File: src/rtl/svpwm_single_shunt_duty_defines.svh
// assertion macros for the single shunt svpwm duty block
`ifndef SVPWM_SINGLE_SHUNT_DUTY_DEFINES_SVH
`define SVPWM_SINGLE_SHUNT_DUTY_DEFINES_SVH

// same-cycle implication, checked outside reset
`define SVSS_ASSERT_NOW(label, clk, rst, ante, cons) \
   label: assert property (@(posedge clk) disable iff (rst) (ante) |-> (cons)) \
      else $error("svss assertion failed");

// next-cycle implication, checked outside reset
`define SVSS_ASSERT_NEXT(label, clk, rst, ante, cons) \
   label: assert property (@(posedge clk) disable iff (rst) (ante) |=> (cons)) \
      else $error("svss assertion failed");

`endif

File: src/rtl/svss_pkg.sv
// shared types and constants of the single shunt svpwm duty block
package svss_pkg;

   localparam int unsigned VOLT_W = 16;
   localparam int unsigned CSR_W  = 15;

   localparam logic [CSR_W-1:0] PWM_PERIOD_RESET     = 15'd32767;
   localparam logic [CSR_W-1:0] MIN_WINDOW_RESET     = 15'd420;
   localparam logic [CSR_W-1:0] TRIGGER_OFFSET_RESET = 15'd0;

   typedef enum logic [1:0] {
      CSR_PWM_PERIOD     = 2'd0,
      CSR_MIN_WINDOW     = 2'd1,
      CSR_TRIGGER_OFFSET = 2'd2,
      CSR_SWAP_PHASES    = 2'd3
   } csr_index_type;

   localparam logic [2:0] SECTOR_1 = 3'd1;
   localparam logic [2:0] SECTOR_2 = 3'd2;
   localparam logic [2:0] SECTOR_3 = 3'd3;
   localparam logic [2:0] SECTOR_4 = 3'd4;
   localparam logic [2:0] SECTOR_5 = 3'd5;
   localparam logic [2:0] SECTOR_6 = 3'd6;

   // sector and scaled active vector times
   typedef struct packed {
      logic [2:0]               sector;
      logic signed [VOLT_W-1:0] t1;
      logic signed [VOLT_W-1:0] t2;
   } active_type;

   // stretch flags carried from up-count to down-count
   typedef struct packed {
      logic first;
      logic second;
   } stretch_type;

endpackage

File: src/rtl/svss_sector.sv
// sector decode, active vector pick and period scaling
module svss_sector (
   input  logic signed [svss_pkg::VOLT_W-1:0] vr1,
   input  logic signed [svss_pkg::VOLT_W-1:0] vr2,
   input  logic signed [svss_pkg::VOLT_W-1:0] vr3,
   input  logic [svss_pkg::CSR_W-1:0]         pwm_period,
   output svss_pkg::active_type               active
);
   import svss_pkg::*;

   logic [2:0]                 sector;
   logic signed [VOLT_W-1:0]   raw_t1;
   logic signed [VOLT_W-1:0]   raw_t2;
   logic signed [VOLT_W-1:0]   period_s;
   logic signed [2*VOLT_W-1:0] prod_t1;
   logic signed [2*VOLT_W-1:0] prod_t2;

   always_comb begin
      if (!vr1[VOLT_W-1]) begin
         if (!vr2[VOLT_W-1]) begin
            sector = SECTOR_3; raw_t2 = vr2; raw_t1 = vr1;
         end else if (!vr3[VOLT_W-1]) begin
            sector = SECTOR_5; raw_t2 = vr1; raw_t1 = vr3;
         end else begin
            sector = SECTOR_1; raw_t2 = -vr2; raw_t1 = -vr3;
         end
      end else begin
         if (!vr2[VOLT_W-1]) begin
            if (!vr3[VOLT_W-1]) begin
               sector = SECTOR_6; raw_t2 = vr3; raw_t1 = vr2;
            end else begin
               sector = SECTOR_2; raw_t2 = -vr3; raw_t1 = -vr1;
            end
         end else begin
            sector = SECTOR_4; raw_t2 = -vr1; raw_t1 = -vr2;
         end
      end
   end

   // q15 scaling: floor shift by 15, then keep 16 bits
   assign period_s = $signed({1'b0, pwm_period});
   assign prod_t1  = period_s * raw_t1;
   assign prod_t2  = period_s * raw_t2;

   assign active.sector = sector;
   assign active.t1     = prod_t1[2*VOLT_W-2:VOLT_W-1];
   assign active.t2     = prod_t2[2*VOLT_W-2:VOLT_W-1];

endmodule

File: src/rtl/svss_compare.sv
// compare times, min window stretch, phase routing and adc triggers
module svss_compare (
   input  svss_pkg::active_type               active,
   input  logic                               count_up,
   input  logic [svss_pkg::CSR_W-1:0]         pwm_period,
   input  logic [svss_pkg::CSR_W-1:0]         min_window,
   input  logic [svss_pkg::CSR_W-1:0]         trigger_offset,
   input  logic                               swap_phases,
   input  svss_pkg::stretch_type              stretch,
   output svss_pkg::stretch_type              stretch_next,
   output logic signed [svss_pkg::VOLT_W-1:0] duty_a,
   output logic signed [svss_pkg::VOLT_W-1:0] duty_b,
   output logic signed [svss_pkg::VOLT_W-1:0] duty_c,
   output logic signed [svss_pkg::VOLT_W-1:0] trigger_first,
   output logic signed [svss_pkg::VOLT_W-1:0] trigger_second
);
   import svss_pkg::*;

   logic signed [VOLT_W-1:0] mw;
   logic signed [VOLT_W-1:0] off;
   logic signed [VOLT_W-1:0] diff;
   logic signed [VOLT_W-1:0] tc;
   logic signed [VOLT_W-1:0] tb;
   logic signed [VOLT_W-1:0] ta;
   logic signed [VOLT_W-1:0] add1;
   logic signed [VOLT_W-1:0] add2;
   logic signed [VOLT_W-1:0] dx;
   logic signed [VOLT_W-1:0] dy;
   logic signed [VOLT_W-1:0] sum_f;
   logic signed [VOLT_W-1:0] sum_s;
   logic signed [VOLT_W-1:0] quo_f;
   logic signed [VOLT_W-1:0] quo_s;
   logic                     short1;
   logic                     short2;

   assign mw   = $signed({1'b0, min_window});
   assign off  = $signed({1'b0, trigger_offset});
   assign diff = $signed({1'b0, pwm_period}) - active.t1 - active.t2;
   assign tc   = diff >>> 1;

   assign short1 = !(active.t1 > mw);
   assign short2 = !(active.t2 > mw);

   always_comb begin
      if (count_up) begin
         add1 = short1 ? mw : active.t1;
         add2 = short2 ? mw : active.t2;
         stretch_next.first  = stretch.first  | short1;
         stretch_next.second = stretch.second | short2;
      end else begin
         // give back the excess added on the up-count
         add1 = stretch.first  ? (active.t1 + active.t1 - mw) : active.t1;
         add2 = stretch.second ? (active.t2 + active.t2 - mw) : active.t2;
         stretch_next.first  = 1'b0;
         stretch_next.second = 1'b0;
      end
   end

   assign tb = tc + add1;
   assign ta = tb + add2;

   always_comb begin
      case (active.sector)
         SECTOR_3: begin duty_a = ta; dx = tb; dy = tc; end
         SECTOR_5: begin duty_a = tc; dx = ta; dy = tb; end
         SECTOR_1: begin duty_a = tb; dx = ta; dy = tc; end
         SECTOR_6: begin duty_a = tb; dx = tc; dy = ta; end
         SECTOR_2: begin duty_a = ta; dx = tc; dy = tb; end
         default:  begin duty_a = tc; dx = tb; dy = ta; end
      endcase
   end

   assign duty_b = swap_phases ? dx : dy;
   assign duty_c = swap_phases ? dy : dx;

   // divide by 4 toward zero: bump a negative floor quotient when bits drop
   assign sum_f = tb + tc;
   assign sum_s = ta + tb;
   assign quo_f = (sum_f >>> 2) + $signed({{(VOLT_W-1){1'b0}},
                  (sum_f[VOLT_W-1] & (|sum_f[1:0]))});
   assign quo_s = (sum_s >>> 2) + $signed({{(VOLT_W-1){1'b0}},
                  (sum_s[VOLT_W-1] & (|sum_s[1:0]))});

   assign trigger_first  = count_up ? (quo_f + off) : '0;
   assign trigger_second = count_up ? (quo_s + off) : '0;

endmodule

File: src/rtl/svpwm_single_shunt_duty.sv
// top level of the single shunt space vector pwm duty block
// Takes one word per cycle while results are drained: three q15 reference
// voltages and the timer direction, and returns one word with the three
// phase compare values, the sector and, on up-count, two adc trigger
// points. An accepted word is held in an input register; the sector decode,
// the two 16x16 period scaling multipliers and the compare adder chain sit
// between that register and the result register, so rsp_valid rises when a
// word moves from the input register into the result register, and a new
// word can be taken every cycle as long as results are drained. If the
// result is not taken, the input register keeps one more word before
// req_ready drops. The min window stretch flags update when a word moves into
// the result register, so down-count words see the flags of the preceding
// up-count words in acceptance order. Configuration writes take effect at
// once and are expected only while the block is idle.
module svpwm_single_shunt_duty (
   input  logic                               clock,
   input  logic                               reset,
   // request channel
   input  logic                               req_valid,
   output logic                               req_ready,
   input  logic signed [svss_pkg::VOLT_W-1:0] req_vr1,
   input  logic signed [svss_pkg::VOLT_W-1:0] req_vr2,
   input  logic signed [svss_pkg::VOLT_W-1:0] req_vr3,
   input  logic                               req_count_up,
   // response channel
   output logic                               rsp_valid,
   input  logic                               rsp_ready,
   output logic signed [svss_pkg::VOLT_W-1:0] rsp_duty_a,
   output logic signed [svss_pkg::VOLT_W-1:0] rsp_duty_b,
   output logic signed [svss_pkg::VOLT_W-1:0] rsp_duty_c,
   output logic [2:0]                         rsp_sector,
   output logic signed [svss_pkg::VOLT_W-1:0] rsp_trigger_first,
   output logic signed [svss_pkg::VOLT_W-1:0] rsp_trigger_second,
   output logic                               rsp_triggers_updated,
   // register write port
   input  logic                               csr_wr_en,
   input  svss_pkg::csr_index_type            csr_index,
   input  logic [svss_pkg::CSR_W-1:0]         csr_wdata
);
   import svss_pkg::*;

`include "svpwm_single_shunt_duty_defines.svh"

   // configuration registers
   logic [CSR_W-1:0] pwm_period_ff, pwm_period_in;
   logic [CSR_W-1:0] min_window_ff, min_window_in;
   logic [CSR_W-1:0] trigger_offset_ff, trigger_offset_in;
   logic             swap_phases_ff, swap_phases_in;

   // input stage
   logic                     s1_vld_ff, s1_vld_in;
   logic signed [VOLT_W-1:0] s1_vr1_ff, s1_vr2_ff, s1_vr3_ff;
   logic                     s1_up_ff;
   logic                     s1_load;
   logic                     s1_adv;

   // stretch flags
   stretch_type stretch_ff, stretch_in;
   stretch_type stretch_next;

   // result stage
   logic                     out_vld_ff, out_vld_in;
   logic signed [VOLT_W-1:0] out_duty_a_ff, out_duty_b_ff, out_duty_c_ff;
   logic [2:0]               out_sector_ff;
   logic signed [VOLT_W-1:0] out_trig_f_ff, out_trig_s_ff;
   logic                     out_trig_upd_ff;

   // compute results
   active_type               active;
   logic signed [VOLT_W-1:0] duty_a, duty_b, duty_c;
   logic signed [VOLT_W-1:0] trig_f, trig_s;

   // register writes
   always_comb begin
      pwm_period_in     = pwm_period_ff;
      min_window_in     = min_window_ff;
      trigger_offset_in = trigger_offset_ff;
      swap_phases_in    = swap_phases_ff;
      if (csr_wr_en) begin
         case (csr_index)
            CSR_PWM_PERIOD:     pwm_period_in     = csr_wdata;
            CSR_MIN_WINDOW:     min_window_in     = csr_wdata;
            CSR_TRIGGER_OFFSET: trigger_offset_in = csr_wdata;
            CSR_SWAP_PHASES:    swap_phases_in    = csr_wdata[0];
            default: ;
         endcase
      end
   end

   always_ff @(posedge clock) begin
      if (reset) begin
         pwm_period_ff     <= PWM_PERIOD_RESET;
         min_window_ff     <= MIN_WINDOW_RESET;
         trigger_offset_ff <= TRIGGER_OFFSET_RESET;
         swap_phases_ff    <= 1'b0;
      end else begin
         pwm_period_ff     <= pwm_period_in;
         min_window_ff     <= min_window_in;
         trigger_offset_ff <= trigger_offset_in;
         swap_phases_ff    <= swap_phases_in;
      end
   end

   // pipeline flow: stage 1 moves on when the result register is free or drains
   assign s1_adv    = s1_vld_ff && (!out_vld_ff || rsp_ready);
   assign req_ready = !s1_vld_ff || s1_adv;
   assign s1_load   = req_valid && req_ready;

   assign s1_vld_in  = s1_load || (s1_vld_ff && !s1_adv);
   assign out_vld_in = s1_adv || (out_vld_ff && !rsp_ready);
   // flags only change when a word leaves stage 1
   assign stretch_in = s1_adv ? stretch_next : stretch_ff;

   always_ff @(posedge clock) begin
      if (reset) begin
         s1_vld_ff  <= 1'b0;
         out_vld_ff <= 1'b0;
         stretch_ff <= '0;
      end else begin
         s1_vld_ff  <= s1_vld_in;
         out_vld_ff <= out_vld_in;
         stretch_ff <= stretch_in;
      end
   end

   // input word register
   always_ff @(posedge clock) begin
      if (s1_load) begin
         s1_vr1_ff <= req_vr1;
         s1_vr2_ff <= req_vr2;
         s1_vr3_ff <= req_vr3;
         s1_up_ff  <= req_count_up;
      end
   end

   svss_sector u_sector (
      .vr1        (s1_vr1_ff),
      .vr2        (s1_vr2_ff),
      .vr3        (s1_vr3_ff),
      .pwm_period (pwm_period_ff),
      .active     (active)
   );

   svss_compare u_compare (
      .active         (active),
      .count_up       (s1_up_ff),
      .pwm_period     (pwm_period_ff),
      .min_window     (min_window_ff),
      .trigger_offset (trigger_offset_ff),
      .swap_phases    (swap_phases_ff),
      .stretch        (stretch_ff),
      .stretch_next   (stretch_next),
      .duty_a         (duty_a),
      .duty_b         (duty_b),
      .duty_c         (duty_c),
      .trigger_first  (trig_f),
      .trigger_second (trig_s)
   );

   // result word register
   always_ff @(posedge clock) begin
      if (s1_adv) begin
         out_duty_a_ff   <= duty_a;
         out_duty_b_ff   <= duty_b;
         out_duty_c_ff   <= duty_c;
         out_sector_ff   <= active.sector;
         out_trig_f_ff   <= trig_f;
         out_trig_s_ff   <= trig_s;
         out_trig_upd_ff <= s1_up_ff;
      end
   end

   assign rsp_valid            = out_vld_ff;
   assign rsp_duty_a           = out_duty_a_ff;
   assign rsp_duty_b           = out_duty_b_ff;
   assign rsp_duty_c           = out_duty_c_ff;
   assign rsp_sector           = out_sector_ff;
   assign rsp_trigger_first    = out_trig_f_ff;
   assign rsp_trigger_second   = out_trig_s_ff;
   assign rsp_triggers_updated = out_trig_upd_ff;

   // input side stalls only when both stages are full and the output is held
   `SVSS_ASSERT_NOW(a_ready_stall, clock, reset, !req_ready,
      s1_vld_ff && out_vld_ff && !rsp_ready)
   // a down-count word leaving stage 1 clears both stretch flags
   `SVSS_ASSERT_NEXT(a_down_clears, clock, reset, s1_adv && !s1_up_ff,
      stretch_ff == '0)
   // sector of a shown word is always one of the six
   `SVSS_ASSERT_NOW(a_sector_range, clock, reset, out_vld_ff,
      out_sector_ff >= SECTOR_1 && out_sector_ff <= SECTOR_6)
   // down-count words carry zero trigger points
   `SVSS_ASSERT_NOW(a_trig_zero, clock, reset, out_vld_ff && !out_trig_upd_ff,
      out_trig_f_ff == '0 && out_trig_s_ff == '0)

endmodule
File: config.mk
export PLATFORM = sky130hd
export DESIGN_NAME = svpwm_single_shunt_duty
export DESIGN_NICKNAME = d
export VERILOG_FILES = /design/src/rtl/svss_pkg.sv /design/src/rtl/svss_sector.sv /design/src/rtl/svss_compare.sv /design/src/rtl/svpwm_single_shunt_duty.sv
export VERILOG_INCLUDE_DIRS = /design/src /design/src/rtl
export SDC_FILE = /design/constraint.sdc
export NUM_CORES = 2
export LEC_CHECK = 0
export ABC_CLOCK_PERIOD_IN_PS = 25900
export BUFFER_PORTS_ARGS = -buffer_cell sky130_fd_sc_hd__buf_4
export CORE_ASPECT_RATIO = 0.8
export CORE_MARGIN = 2
export CORE_UTILIZATION = 40
export CTS_CLUSTER_DIAMETER = 50
export CTS_CLUSTER_SIZE = 16
export DETAILED_ROUTE_END_ITERATION = 6
export PLACE_DENSITY = 0.59
export SLEW_MARGIN = 20
export SYNTH_ARGS = -nofsm -noshare
export SYNTH_HDL_FRONTEND = slang
export SYNTH_HIERARCHICAL = 1
export SYNTH_SLANG_ARGS = --single-unit
File: constraint.sdc
create_clock -name clock -period 25.9 [get_ports clock]
set_input_delay 2.59 -clock clock [delete_from_list [all_inputs] [get_ports clock]]
set_output_delay 2.59 -clock clock [all_outputs]
set_load 0.005 [all_outputs]
# --- After elaboration in Yosys (flattened, before gate mapping) ---
# Cells that the tools add are included.
totals:
  reg_bits: 183
  in_bits: 71
  output_inout_bits: 86
  wordCells: 105
op_classes:
  bitwise_logic: 4
  n_eq_ne: 8
  n_addsub: 17
  muxes: 26
  magnitude_cmp: 2
  n_mul: 2
  reduce_logical: 27
op_table:
  columns: ["cell", "n"]
  rows:
  - ["16-bit 2-to-1 mux", 17]
  - ["16-bit case mux with 2 select lines", 3]
  - ["16-bit adder", 4]
  - ["16-bit subtractor", 4]
  - ["16-bit by 16-bit multiplier with 31-bit output", 2]
  - ["16-bit by 15-bit adder with 16-bit output", 3]
  - ["16-bit negation", 3]
  - ["16-bit > comparator", 2]
  - ["14-bit by 2-bit adder with 15-bit output", 2]
  - ["15-bit by 16-bit adder with 16-bit output", 1]
  - ["2-bit OR reduction", 8]
  - ["3-bit 2-to-1 mux", 5]
  - ["2-bit AND reduction", 4]
  - ["3-bit by 2-bit == test with 1-bit output (second input constant)", 2]
  - ["3-bit == test (second input constant)", 2]
  - ["1-bit zero test", 6]
  - ["2-bit == test (second input constant)", 2]
  - ["1-bit logical AND", 4]
  - ["1-bit logical OR", 4]
  - ["3-bit by 1-bit == test with 1-bit output (second input constant)", 1]
  - ["1-bit bitwise AND", 2]
  - ["2-bit by 1-bit == test with 1-bit output (second input constant)", 1]
  - ["2-bit zero test", 1]
  - ["2-bit 2-to-1 mux", 1]
  - ["1-bit bitwise OR", 2]

# --- Logic depth before layout (Yosys ltp) ---
depth:
  word_depth: 16
  depth_mapped: 85
  ltp_nobuf: 84

# --- Cells and area by module ---
# The synthesis kept the hierarchy.
modules_own_cells:
  columns: ["module", "area_per_inst_um2", "seq_area_each_um2", "n_inst", "cells_each"]
  rows:
  - ["svss_sector", 17875.9, 0.0, 1, 2070]
  - ["svss_compare", 9590.4, 0.0, 1, 1355]
  - ["svpwm_single_shunt_duty", 5798.1, 4994.8, 1, 352]

# --- Worst setup path after synthesis ---
# Ideal clock, no wire load.
synth_timing:
  path_type: "reg-to-reg"
  from: "reg s1_vr1_ff[2]"
  to: "reg out_trig_s_ff[15], in the netlist rsp_trigger_second[15], data pin"
  stages_incl_launch_ff: 73
  t_arrival_ns: 16.332
  path_buffers: 0
  setup_slack_ns: 9.304
  path_cell_list: "edfxtp_1 > nor3_1 > nand4b_1 > or4_1 > xor2_1 > mux2_2 > mux4_2 > and2_1 > fa_1 > inv_1 > fa_1 > inv_1 > fa_1 > fa_1 > fa_1 > inv_1 > fa_1 > inv_1 > (+37 left out) > xor2_2 > a21oi_1 > ha_1 > ha_1 > ha_1 > a21o_1 > a21oi_1 > o21ai_0 > a21oi_1 > o21ai_0 > a21oi_1 > o21ai_0 > o41ai_1 > nor2_1 > a211oi_1 > o21ai_0 > nand2_1 > mux2i_1"
synth_rtl:
  columns: ["element", "line_no", "text"]
  rows:
  - ["start: declaration", "svpwm_single_shunt_duty.sv:52", "logic signed [VOLT_W-1:0] s1_vr1_ff, s1_vr2_ff, s1_vr3_ff;"]
  - ["start signal: assignment", "svpwm_single_shunt_duty.sv:129", "s1_vr1_ff <= req_vr1;"]
  - ["end signal: assignment", "svpwm_single_shunt_duty.sv:168", "out_trig_s_ff <= trig_s;"]
  - ["end: declaration", "svpwm_single_shunt_duty.sv:65", "logic signed [VOLT_W-1:0] out_trig_f_ff, out_trig_s_ff;"]

==> flow_metrics.py <==
metrics = {
    "run_status": {
        "status": "finished, final reports clean",
    },
    "detailed_routing": {
        "drc": 0,
        "top_layer": "met4",
        "wl_mm": 97.74,
        "wl_per_cell_um": 19.67,
        "vias_per_cell": 5.395,
        "wl_met2_mm": 41.18,
        "wl_met1_mm": 47.44,
        "dr_total_vias": 26810,
        "ant_nets": 0,
        "wl_met3_mm": 7.488,
        "firstDrtPassIters": 6,
        "drtIter0Drc": 2394,
    },
    "placement": {
        "io_buffers": 156,
        "dp.final_hpwl_mm": 76.12,
        "dp.cells": 4935,
        "gp_congestion": 0.9521,
    },
    "sta": {
        "drv_slew": 0,
        "timing.final.crit_share_pct": 76.68,
        "max_freq_ghz": 0.05035,
        "finalHoldViolCount": 0,
        "relSlewSlack_pct": 23.70,
        "fin_setup_tns_ns": 0,
        "rsz0062_at_grt": "no",
        "finClkSkew_ns": 0.02667,
        "fin_crit_ns": 19.86,
        "worst_slew_pin_slew_ns": 1.140,
        "setup_violations": 0,
    },
    "grt": {
        "overflow": 0,
        "antenna_found_initial": 1,
        "grt_pass1_vias": 26410,
        "grt_pass1_wl_mm": 154.2,
        "grt_max_degree": 68,
        "grt_usage_pct": 23.29,
    },
    "setup_path": {
        "crit_fanout": 15,
        "crit_required_ns": 26.16,
        "path_common_cell": "a21oi_1",
        "worst_setup_path_start_kind": "register",
        "slowest_delay_ns": 0.65,
        "crit_buf_inv": 5,
        "critical_path_class": "register to register",
        "worst_path_max_delay_cell": "mux4_2",
        "crit_arrival_ns": 20.12,
        "endpoint_kind": "register",
        "crit_family": "compound AO/OA/AOI/OAI gates",
    },
    "synthesis": {
        "synthFlopType": "edfxtp_1",
        "synth_top_area_share_pct": 22.93,
        "seq_area_frac_synth_pct": 15.02,
        "synthCells": 3777,
        "yosysWarnings": 6,
        "synth_async_sr_flop_share_pct": 0,
        "syn_nets": 4624,
        "syn_area_per_cell_um2": 8.807,
        "ys_types": 105,
        "synthTopCellsByArea": "fa_1 (23%), ha_1 (15%), edfxtp_1 (12%), inv_1 (6.6%), nand2_1 (4.6%)",
        "synth_edf_count": 133,
        "synth_area_um2": 33260,
        "synth_area_leader_cell": "fa_1",
        "synth-seq-cells": 183,
    },
    "clocking": {
        "cts-buffers-inserted": 17,
        "ctsResizeCount": 0,
        "clk_latency_ns": 0.52,
        "clockBufferDepth": 2,
        "cts_tree": "built",
        "cts_setup_buffers": 0,
        "root_buffer": "clkbuf_16",
        "clk_pin_slew_ns": 0.10,
        "h-tree-depth": 4,
        "cts_sinks": 183,
        "postCtsHoldBufs": 0,
    },
    "cells_and_area": {
        "finish.utilization_pct": 43.93,
        "final_nets": 4697,
        "fin_cells": 4969,
        "synthToLayoutAreaGrowth_pct": 8.719,
        "drive_above_1_share_pct": 9.397,
        "nFillCells": 8177,
    },
    "floorplanning": {
        "dieArea_um2": 85500,
        "pin_count": 157,
        "die_w_um": 326.4,
        "fp.dieH_um": 261.9,
        "placementRows": 94,
        "start_util_pct": 40.40,
        "core_area_um2": 82330,
    },
    "flow_run": {
        "maxCapViolCount": 0,
    },
    "hold_path": {
        "hold_class": "register to register",
    },
}
layout by cell type (no fill, tap or decap), types with 17 or more instances in the layout:
cell | netlist | layout
nor2b_1 | 74 | 73
ha_1 | 395 | 395
buf_4 | 2 | 202
o21bai_1 | 17 | 17
clkbuf_16 | 0 | 17
nor3_1 | 51 | 51
nor2_1 | 185 | 185
xnor2_1 | 133 | 133
fa_1 | 381 | 381
o22ai_1 | 17 | 17
edfxtp_1 | 133 | 133
mux2_2 | 24 | 24
nand2b_1 | 38 | 38
a21oi_1 | 204 | 199
inv_1 | 582 | 580
dfxtp_1 | 50 | 50
nand2_1 | 408 | 408
nand3_1 | 42 | 42
a211oi_1 | 23 | 23
a31oi_1 | 25 | 24
and2_1 | 209 | 209
o21ai_0 | 147 | 145
and3_1 | 25 | 25
o211ai_1 | 17 | 17
o21a_1 | 21 | 21
xor2_1 | 61 | 61
mux2i_1 | 35 | 34
a21o_1 | 52 | 52
synthesized netlist by cell type (11+ instances only):
| library cell | instances |
|---|---|
| a211oi_1 | 23 |
| a21boi_0 | 12 |
| a21o_1 | 52 |
| a21oi_1 | 204 |
| a221oi_1 | 12 |
| a22oi_1 | 16 |
| a31oi_1 | 25 |
| and2_1 | 209 |
| and3_1 | 25 |
| buf_1 | 13 |
| buf_2 | 14 |
| clkbuf_1 | 113 |
| dfxtp_1 | 50 |
| edfxtp_1 | 133 |
| fa_1 | 381 |
| ha_1 | 395 |
| inv_1 | 582 |
| mux2_2 | 24 |
| mux2i_1 | 35 |
| mux4_2 | 16 |
| nand2_1 | 408 |
| nand2b_1 | 38 |
| nand3_1 | 42 |
| nand4_1 | 14 |
| nor2_1 | 185 |
| nor2b_1 | 74 |
| nor3_1 | 51 |
| o211ai_1 | 17 |
| o21a_1 | 21 |
| o21ai_0 | 147 |
| o21bai_1 | 17 |
| o221ai_1 | 11 |
| o22ai_1 | 17 |
| or2_2 | 16 |
| xnor2_1 | 133 |
| xor2_1 | 61 |
layer usage:
| metal | up-vias | GRT usage [%] |
|---|---|---|
| met1 | 13170 | 34.69 |
| met4 | 0 | 5.084 |
| li1 | 12650 | - |
| met3 | 82 | 4.589 |
| met2 | 907 | 34.78 |
| met5 | - | 0 |
tightest hold or removal path, delay by kind of cell (launching register included):
kind,cells,cell delay [ns]
flops,1,0.32
simple gates,1,0.05
compound gates,1,0.05
metrics by stage:
stage	area (µm²)	setup WS, ns	hold slack (ns)
after floorplan	33260	9.304	0.4363
after global placement	35590	6.917	0.4430
after detailed placement	35590	6.463	0.4561
after CTS	36160	6.381	0.4709
after global routing	36160	4.581	0.4925
final	36160	6.039	0.4671
sequential cells by signal (all words and copies together) (netlist names):
| name | cells |
|---|---|
| swap_phases_ff | 1 |
| s1_vr3_ff | 16 |
| stretch_ff | 2 |
| s1_vr2_ff | 16 |
| trigger_offset_ff | 15 |
| s1_vld_ff | 1 |
| rsp_trigger_second | 16 |
| min_window_ff | 15 |
| rsp_valid | 1 |
| rsp_duty_c | 16 |
| rsp_triggers_updated | 1 |
| rsp_duty_b | 16 |
| rsp_duty_a | 16 |
| s1_up_ff | 1 |
| rsp_sector | 3 |
| rsp_trigger_first | 16 |
| pwm_period_ff | 15 |
| s1_vr1_ff | 16 |
cell type report:
| class | count | area (µm²) | area share [%] |
|---|---|---|---|
| tap | 1104 | 1381 | 3.820 |
| inverter | 585 | 2196 | 6.072 |
| timing repair buffer | 202 | 1516 | 4.193 |
| antenna | 2 | 5.005 | 0.01384 |
| sequential | 183 | 4995 | 13.81 |
| clock buffer | 18 | 439.2 | 1.214 |
| multi-input combinational | 2861 | 25500 | 70.51 |
| clock inverter | 14 | 133.9 | 0.3702 |
worst paths after layout:
kind | from | slack, ns | cells after the start | end
setup / recovery | s1_vr1_ff[2] | 6.04 | 72 | rsp_trigger_second[15]
hold / removal | min_window_ff[9] | 0.47 | 2 | min_window_ff[9]
setup reg to reg | s1_vr1_ff[2] | 6.04 | 72 | rsp_trigger_second[15]
hold reg to reg | min_window_ff[9] | 0.47 | 2 | min_window_ff[9]
cells by family (layout without fill, tap and decap cells):
family | count (synthesis) | after routing | synth area share (%)
other | 0 | 2 | 0
and+or+nand+nor | 1140 | 1140 | 17.13
muxes | 77 | 77 | 3.039
AOI/OAI and AO/OA | 667 | 667 | 13.03
adders and majority gates | 776 | 776 | 37.79
DFF | 183 | 183 | 15.02
buffers and inverters | 733 | 819 | 8.482
xor gates and xnor gates | 201 | 201 | 5.518
Power is not shown: default switching activity piles up to over one toggle a cycle in this logic, so the estimate is an artifact.
